--- src/rtl/hte_queue.sv ---
`timescale 1ns / 1ps
// ----------------------------------------------------------------------------
// hte_queue
// Two-entry queue between the front and the back.
// ----------------------------------------------------------------------------
module hte_queue #(
  parameter int DW = 8
) (
  input  logic          clk,
  input  logic          rst,
  input  logic          push,
  input  logic [DW-1:0] push_data,
  output logic          full,
  input  logic          pop,
  output logic          out_valid,
  output logic [DW-1:0] out_data
);

  logic [DW-1:0] mem [2];
  logic          wr_ptr;
  logic          rd_ptr;
  logic [1:0]    count;
  logic          do_push;
  logic          do_pop;

  assign full      = (count == 2'd2);
  assign out_valid = (count != 2'd0);
  assign out_data  = mem[rd_ptr];
  assign do_push   = push && !full;
  assign do_pop    = pop && out_valid;

  always_ff @(posedge clk) begin
    if (rst) begin
      wr_ptr <= 1'b0;
      rd_ptr <= 1'b0;
      count  <= 2'd0;
    end else begin
      if (do_push) begin
        wr_ptr <= !wr_ptr;
      end
      if (do_pop) begin
        rd_ptr <= !rd_ptr;
      end
      count <= count + {1'b0, do_push} - {1'b0, do_pop};
    end
  end

  always_ff @(posedge clk) begin
    if (do_push) begin
      mem[wr_ptr] <= push_data;
    end
  end

endmodule

--- config.mk ---
export PLATFORM = sky130hd
export DESIGN_NAME = hte_queue
export DESIGN_NICKNAME = d
export VERILOG_FILES = /design/src/rtl/hte_queue.sv
export SDC_FILE = /design/constraint.sdc
export NUM_CORES = 1
export LEC_CHECK = 0
export ABC_AREA = 1
export ABC_CLOCK_PERIOD_IN_PS = 2900
export BUFFER_PORTS_ARGS = -buffer_cell sky130_fd_sc_hd__buf_2
export CAP_MARGIN = 15
export CORE_MARGIN = 2
export CORE_UTILIZATION = 53
export DETAILED_ROUTE_END_ITERATION = 6
export PLACE_DENSITY = 0.8
export SYNTH_ARGS = -nofsm -noshare
export SYNTH_HDL_FRONTEND = slang
export SYNTH_SLANG_ARGS = --single-unit
--- constraint.sdc ---
create_clock -name clk -period 2.9 [get_ports clk]
set_input_delay 0.145 -clock clk [delete_from_list [all_inputs] [get_ports clk]]
set_output_delay 0.145 -clock clk [all_outputs]
set_load 0.05 [all_outputs]
==> flow_summary.toml <==
[status]
status = "complete, no violations"

[cts]
cts_tree = "yes"
root_buffer = "clkbuf_4"
numCtsBuffers = 3
postCtsSetupRepairBufs = 0
cts_sinks = 21
path_clk_slew_ns = 0.11
ctsHoldBuffers = 1
cts_resized = 0
cts_max_level = 1
worstSkewPairLatency_ns = 0.29
clockBufferDepth = 2

[logic_synthesis]
synth.most_common_cell = "edfxtp_1"
synth-seq-area-share = 0.6734
synthCells = 63
synth_area_per_cell_sq_um = 13.68
async_reset_ff_frac = 0
yosys.area.top_type = "edfxtp_1"
synth-xor-area-share = 0
ys_seq_elements = 21
synth_edf_count = 16
synth_adder_area_share = 0.02903
synth_ff_type = "edfxtp_1"
synth_top_family_by_area = "multiplexers"
synth_nets = 77
ys_warn_count = 0
synth_top_area_share = 0.5573
syn_area_sq_um = 862.1
synth_cell_types = 11
synthSimpleGateAreaFrac = 0.09434
ys_top_cells_by_count = "16 x edfxtp_1, 9 x inv_1, 8 x mux2_4, 8 x nand2_1, 8 x nor2_1"
synthMuxAreaShare = 0.1393
synth_compound_area_frac = 0.01161
synthTopCellsByArea = "edfxtp_1 56%, mux2_4 14%, dfxtp_1 12%"

[pwr]
p_total_w = 0.0009808
power_density_nw_per_um2 = 967.8
p_comb_frac = 0.429
pwr-share-seq = 0.436
p_int_w = 0.0005705
swShare = 0.4183
power_switching_w = 0.0004103
leakagePower_nw = 0.4661
clkPwrFrac = 0.135
ir_drop_uv = 564.2

[detailed_routing]
dr.pass1.iters = 4
drtIter0Drc = 8
drc_errors = 0
via_per_inst = 5.019
vias = 522
wirelength_um = 1348
ant_nets = 0
wire_per_inst_um = 12.96

[layout]
postLayoutCellArea_sq_um = 1013
seqCellArea_sq_um = 580.6
multiInputGateArea_sq_um = 236.5
drive_gt1_frac = 0.3864
fill_cells = 117
diodes = 0
finish.net_count = 103
syn2layout_area_growth_pct = 17.56

[die]
start_util = 0.5657
fp.dieH_um = 44.33
core-area_sq_um = 1524
rows = 14
die_x_um = 44.33
design.die.area_sq_um = 1965
ios = 22

[worst_setup_path]
arrival_ns = 1.50
crit_type = "flip-flop to primary output"
critPathLaunchType = "flip-flop"
worstPathRequired_ns = 2.76
rrSetupSlack_ns = 1.38
end_kind = "primary output"
rr_worst_depth = 4
timing.rr.start = "count[0]$_SDFF_PP0_"
timing.rr.end = "mem[0][7]$_DFFE_PP_"
crit_fanout = 8

[flow_run]
drv_cap = 0

[grt]
grt_use_total = 0.1658
overflow = 0
grt_max_degree = 13
antenna_found_initial = 0
grt_pass1_vias = 523
grt_pass1_wl_um = 2187

[sta]
hold_viol = 0
fmax_mhz = 607.3
period_minus_slack_ns = 1.647
finalHoldWorstSlack_ns = 0.03112
finalClockSkew_ns = 0.004643
rsz0062_at_grt = "false"
slew_viol_final = 0
finalSetupViolCount = 0
final.setup.tns_ns = 0
post-route-period-util = 0.5678
fin_ws_ns = 1.253
relSlewSlack = 0.5342
worst_slew_pin_slew_ns = 0.6961

[worst_hold_path]
min_from = "push_data[3]"
hold_path_class = "input port to flip-flop"
hold_end = "mem[1][3]$_DFFE_PP_"
holdPathStages = 1

[placed_design]
gp_congestion = 0.8525
port_buffers = 21
dp_slack_ns = 1.379
placed_cell_area_sq_um = 975.9
dp_hpwl_um = 1004
[power by group through the flow]
stage	clock (W)	sequential, W	combinational (W)
after floorplan	0	0.000411	0.000369
after global placement	0	0.000430	0.000413
after global routing	0.000153	0.000434	0.000463
after CTS	0.000139	0.000428	0.000425
final	0.000133	0.000427	0.000421
after detailed placement	0	0.000435	0.000423
[sequential cells by signal, summed over array words and instances, names as in the netlist, named ones only]
register,cells
count,2
mem,16
rd_ptr,1
wr_ptr,1
[how the worst max path moves through the flow]
stage                        startpoint             endpoint  cells past startpoint
finish                        flip-flop          out_data[0]                      2
global route        count[0]$_SDFF_PP0_  count[1]$_SDFF_PP0_                     10
CTS                           flip-flop          out_data[0]                      2
detailed placement  count[0]$_SDFF_PP0_  mem[0][3]$_DFFE_PP_                      4
global placement    count[0]$_SDFF_PP0_  mem[0][3]$_DFFE_PP_                      4
floorplan           count[0]$_SDFF_PP0_  count[1]$_SDFF_PP0_                     10
[metrics by stage]
stage / utilization / instances
after floorplan: - / 63
after global placement: 0.6404 / 99
after detailed placement: 0.6404 / 99
after CTS: 0.6650 / 104
after global routing: 0.6650 / 104
final: 0.6650 / 104
[worst max-delay path, stage by stage (launching register included)]
cell and delay (ns):
dfxtp_1 0.65, mux2_4 0.35, buf_2 0.21
[placed cells by master, fill, tap and decap left out, drive strengths merged, types with 2 or more instances in the layout]
master / synthesis / layout
ha: 2 / 2
nand2: 8 / 8
a21oi: 2 / 2
buf: 1 / 21
nor2: 9 / 9
dfxtp: 5 / 5
inv: 9 / 9
nand3: 3 / 3
mux2: 8 / 8
edfxtp: 16 / 16
clkbuf: 0 / 3
[logic make-up (layout without fill, tap and decap cells)]
family | Yosys count | in the layout
mux | 8 | 8
simple gates | 20 | 20
buf+inv | 10 | 35
compound gates | 2 | 2
flops | 21 | 21
fa+ha+maj | 2 | 2
[area by class of cell]
type,count,area share
multi-input combinational,32,0.2333
inverter,9,0.03333
sequential,21,0.5728
tap,16,0.01975
clock buffer,3,0.02222
timing repair buffer,22,0.1136
clock inverter,1,0.004938
[layer usage]
| layer | track usage | up-vias | wire length [um] |
|---|---|---|---|
| met1 | 0.1856 | 241 | 575 |
| met3 | 0.04082 | 2 | 54 |
| met4 | 0.09091 | 0 | 17 |
| met5 | 0 | - | 0 |
| met2 | 0.2882 | 17 | 701 |
| li1 | - | 262 | - |
Power figures use the tool's default switching activity.
