**src/rtl/hte_pkg.sv**
```systemverilog
`timescale 1ns / 1ps
// ----------------------------------------------------------------------------
// hte_pkg
// Shared types and constants of the homography transfer error block.
// ----------------------------------------------------------------------------
package hte_pkg;

  // item kinds
  localparam logic KIND_LOAD  = 1'b0;
  localparam logic KIND_POINT = 1'b1;

  localparam int NUM_COEF   = 9;
  localparam int IDX_W      = 4;
  localparam int FRAC_W     = 16;
  localparam int SLICE_W    = 16;
  localparam int QUOT_W     = 63;
  localparam int DIST_W     = 32;
  localparam int SQRT_STEPS = 32;

  localparam logic [QUOT_W-1:0] PROJ_CLAMP = 63'h4000_0000_0000_0000;
  localparam logic [DIST_W-1:0] DIST_MAX   = 32'hFFFF_FFFF;

  typedef enum logic [3:0] {
    B_IDLE,
    B_TERM,
    B_MUL,
    B_ADD,
    B_ACC,
    B_CHECK,
    B_DSTART,
    B_DIV,
    B_DDONE,
    B_DIFF,
    B_SQ,
    B_SQ2,
    B_SUM,
    B_SQRT,
    B_OUT
  } back_state_t;

endpackage

```
**src/rtl/hte_front.sv**
```systemverilog
`timescale 1ns / 1ps
// ----------------------------------------------------------------------------
// hte_front
// Takes input items, drops loads aimed past the matrix and packs the rest
// into one word for the queue.
// ----------------------------------------------------------------------------
module hte_front #(
  parameter int COORD_WIDTH = 32,
  parameter int COEF_WIDTH  = 48,
  parameter int DW          = 1 + hte_pkg::IDX_W + COEF_WIDTH + 4 * COORD_WIDTH
) (
  input  logic                          clk,
  input  logic                          rst,
  input  logic                          valid,
  output logic                          stall,
  input  logic                          kind,
  input  logic [hte_pkg::IDX_W-1:0]     coef_index,
  input  logic signed [COEF_WIDTH-1:0]  coef_value,
  input  logic signed [COORD_WIDTH-1:0] src_x,
  input  logic signed [COORD_WIDTH-1:0] src_y,
  input  logic signed [COORD_WIDTH-1:0] dst_x,
  input  logic signed [COORD_WIDTH-1:0] dst_y,
  output logic                          fwd_valid,
  output logic [DW-1:0]                 fwd_data,
  input  logic                          fwd_full
);

  logic keep;

  assign keep  = (kind == hte_pkg::KIND_POINT) ||
                 (coef_index < hte_pkg::IDX_W'(hte_pkg::NUM_COEF));
  assign stall = fwd_valid && fwd_full;

  always_ff @(posedge clk) begin
    if (rst) begin
      fwd_valid <= 1'b0;
    end else if (!stall) begin
      fwd_valid <= valid && keep;
    end
  end

  always_ff @(posedge clk) begin
    if (!stall && valid) begin
      fwd_data <= {kind, coef_index, coef_value, src_x, src_y, dst_x, dst_y};
    end
  end

endmodule

```
**config.mk**
```make
export PLATFORM = sky130hd
export DESIGN_NAME = hte_front
export DESIGN_NICKNAME = d
export VERILOG_FILES = /design/src/rtl/hte_pkg.sv /design/src/rtl/hte_front.sv
export SDC_FILE = /design/constraint.sdc
export NUM_CORES = 1
export LEC_CHECK = 0
export ABC_AREA = 0
export BUFFER_PORTS_ARGS = -buffer_cell sky130_fd_sc_hd__clkbuf_2
export CAP_MARGIN = 20
export CORE_AREA = 2 2 143 145
export CTS_CLUSTER_DIAMETER = 50
export DETAILED_ROUTE_END_ITERATION = 6
export DIE_AREA = 0 0 145 147
export HOLD_SLACK_MARGIN = 0.08
export SYNTH_ARGS = -nofsm -noshare
export SYNTH_HDL_FRONTEND = slang
export SYNTH_SLANG_ARGS = --single-unit
```
**constraint.sdc**
```tcl
create_clock -name clk -period 9.3 [get_ports clk]
set_input_delay 1.86 -clock clk [delete_from_list [all_inputs] [get_ports clk]]
set_output_delay 1.86 -clock clk [all_outputs]
set_load 0.1 [all_outputs]
```
==> flow_summary.json <==
{
  "outcome": "complete, no violations",
  "die-area_um2": 21300,
  "ios": 368,
  "synth_seq_cells": 182,
  "place_inst": 828,
  "yosysUniqueCellTypes": 9,
  "syn_avg_cell_area_um2": 29.1,
  "first_global_vias": 3646,
  "postRouteAntennaNets": 0,
  "drive_gt1_share_pct": 67.9,
  "fp.coreArea_um2": 19800,
  "synth_top_area_cell": "edfxtp_1",
  "vias": 3429,
  "worstReg2RegStart": "fwd_valid",
  "ir_drop_mv": 0.114,
  "path_class": "input port to output port",
  "r2r_cells": 3,
  "route.detailed.drc": 0,
  "met2WireLength_um": 6620,
  "fin_nets": 762,
  "period_needed_ns": 4.40,
  "grt.overflow.total": 0,
  "areaGrowthSynthToFinish_pct": 50.8,
  "dp_hpwl_um": 10300,
  "clock.fmax_mhz": 227,
  "cts_sinks": 182,
  "post-synth-top-area-fraction_pct": 98.8,
  "fin_cells": 859,
  "crit_end": "stall",
  "p_per_area_nw_per_um2": 260,
  "cts_hold_buffers": 0,
  "drt_iter0_markers": 159,
  "p_leak_nw": 3.61,
  "worstHoldPathType": "flop to flop",
  "cts_setup_buffers": 0,
  "cap_violations": 0,
  "finalClockSkew_ns": 0.0129,
  "cts_root_buf": "clkbuf_16",
  "grt_pass1_wl_um": 19800,
  "start_util_pct": 27.7,
  "crit_required_ns": 7.44,
  "worstMarginPinSlew_ns": 1.03,
  "r2r_end": "fwd_data[32]",
  "top_layer_used": "met4",
  "antenna_found_initial": 0,
  "vias_per_cell": 3.99,
  "clk_latency_ns": 0.42,
  "critPathLaunchType": "input port",
  "setup_tns_ns": 0,
  "final_common_cell": "clkbuf_2",
  "diodes": 0,
  "htreeDepth": 4,
  "grt_max_degree": 82,
  "cts_tree": "built",
  "setup_viol": 0,
  "wirelength_um": 13400,
  "die_y_um": 147,
  "core.rowCount": 52,
  "wl_per_cell_um": 15.6,
  "dr_wl_met3_um": 1290,
  "holdPathStages": 2,
  "grt_setup_unrepaired": "no",
  "cts_buffers": 17,
  "path_max_fanout": 3,
  "dr.pass1.iters": 4,
  "end_kind": "output port",
  "final_cell_mix": "367 x clkbuf_2, 181 x edfxtp_1, 17 x clkbuf_16",
  "seq_area_frac_synth_pct": 99.2,
  "grt.total_usage_pct": 12.4,
  "cts_resized": 0,
  "slew_violations": 0,
  "clockBufferDepth": 2,
  "synthesis.instances": 189,
  "worstPathArrival_ns": 2.54,
  "die_w_um": 145,
  "hold_violations": 0,
  "regToRegSetupSlack_ns": 7.13,
  "fin_crit_sh_pct": 47.4,
  "path_clk_slew_ns": 0.06,
  "max_slew_margin_pct": 31.6,
  "synth_area_um2": 5500,
  "wl_met1_um": 5200,
  "gp_congestion": 0.821,
  "ys_warn_count": 0,
  "synth_area_leaders": "edfxtp_1 99%, dfxtp_1 0.36%, a311oi_2 0.27%",
  "syn_nets": 374,
  "numPortBuffers": 367,
  "startpoint": "fwd_full"
}
## synth_stat cells
cell type / instances
a21oi_1: 1
a311oi_2: 1
and2_1: 1
dfxtp_1: 1
edfxtp_1: 181
inv_1: 1
nand2_1: 1
nor2b_1: 1
or3_1: 1
## flip-flops by register name, indices dropped and copies added, names as in the netlist
signal,cells
fwd_valid,1
fwd_data,181
## critical path: stages
cell and delay (ns):
clkbuf_2 0.09, nand2_1 0.09, inv_1 0.06, clkbuf_2 0.44
## metrics by stage
step / area, µm² / worst slack, ns / power, mW / hold WS, ns / util (%)
3_3_place_gp: 7690 / 4.89 / 1.44 / 0.546 / 38.8
6_report: 8300 / 4.90 / 2.15 / 0.588 / 41.8
2_1_floorplan: 5500 / 2.60 / 1.36 / 1.00 / -
5_1_grt: 8300 / 4.84 / 2.22 / 0.634 / 41.8
3_5_place_dp: 7690 / 4.89 / 1.44 / 0.580 / 38.8
4_1_cts: 8300 / 4.89 / 2.18 / 0.592 / 41.8
## report_power, final
part / internal, mW / switching, mW / total, mW
Clock: 0.427 / 0.303 / 0.730
Combinational: 0.0565 / 0.391 / 0.447
Sequential: 0.962 / 0.0139 / 0.976
Total: 1.45 / 0.708 / 2.15
## kinds of logic (layout without fill, tap and decap cells)
logic type      count (synthesis)  count (layout)  share of synthesized area, %
compound gates                  2               2                         0.364
flops                         182             182                          99.2
simple gates                    4               4                         0.410
buf+inv                         1             401                        0.0682
## routing by layer
layer  track usage [%]  up-vias
li1                  -     1546
met1              13.9     1651
met2              20.2      213
met3              5.62       19
met4              5.69        0
met5                 0        -
## worst min-delay path by stage
stage,endpoint,start,slack (ns)
after floorplan,fwd_valid,fwd_valid,1.00
after global placement,fwd_valid,fwd_valid,0.55
after detailed placement,fwd_valid,fwd_valid,0.58
after CTS,fwd_valid,fwd_valid,0.59
after global routing,fwd_valid,fwd_valid,0.63
final,fwd_valid,fwd_valid,0.59
## final cells by class
type | count | area [µm²]
multi-input combinational | 6 | 45.0
clock inverter | 12 | 169
fill | 1778 | 11500
clock buffer | 19 | 433
timing repair buffer | 369 | 1850
sequential | 182 | 5460
tap | 270 | 338
inverter | 1 | 3.75
(Power assumes the default switching activity.)
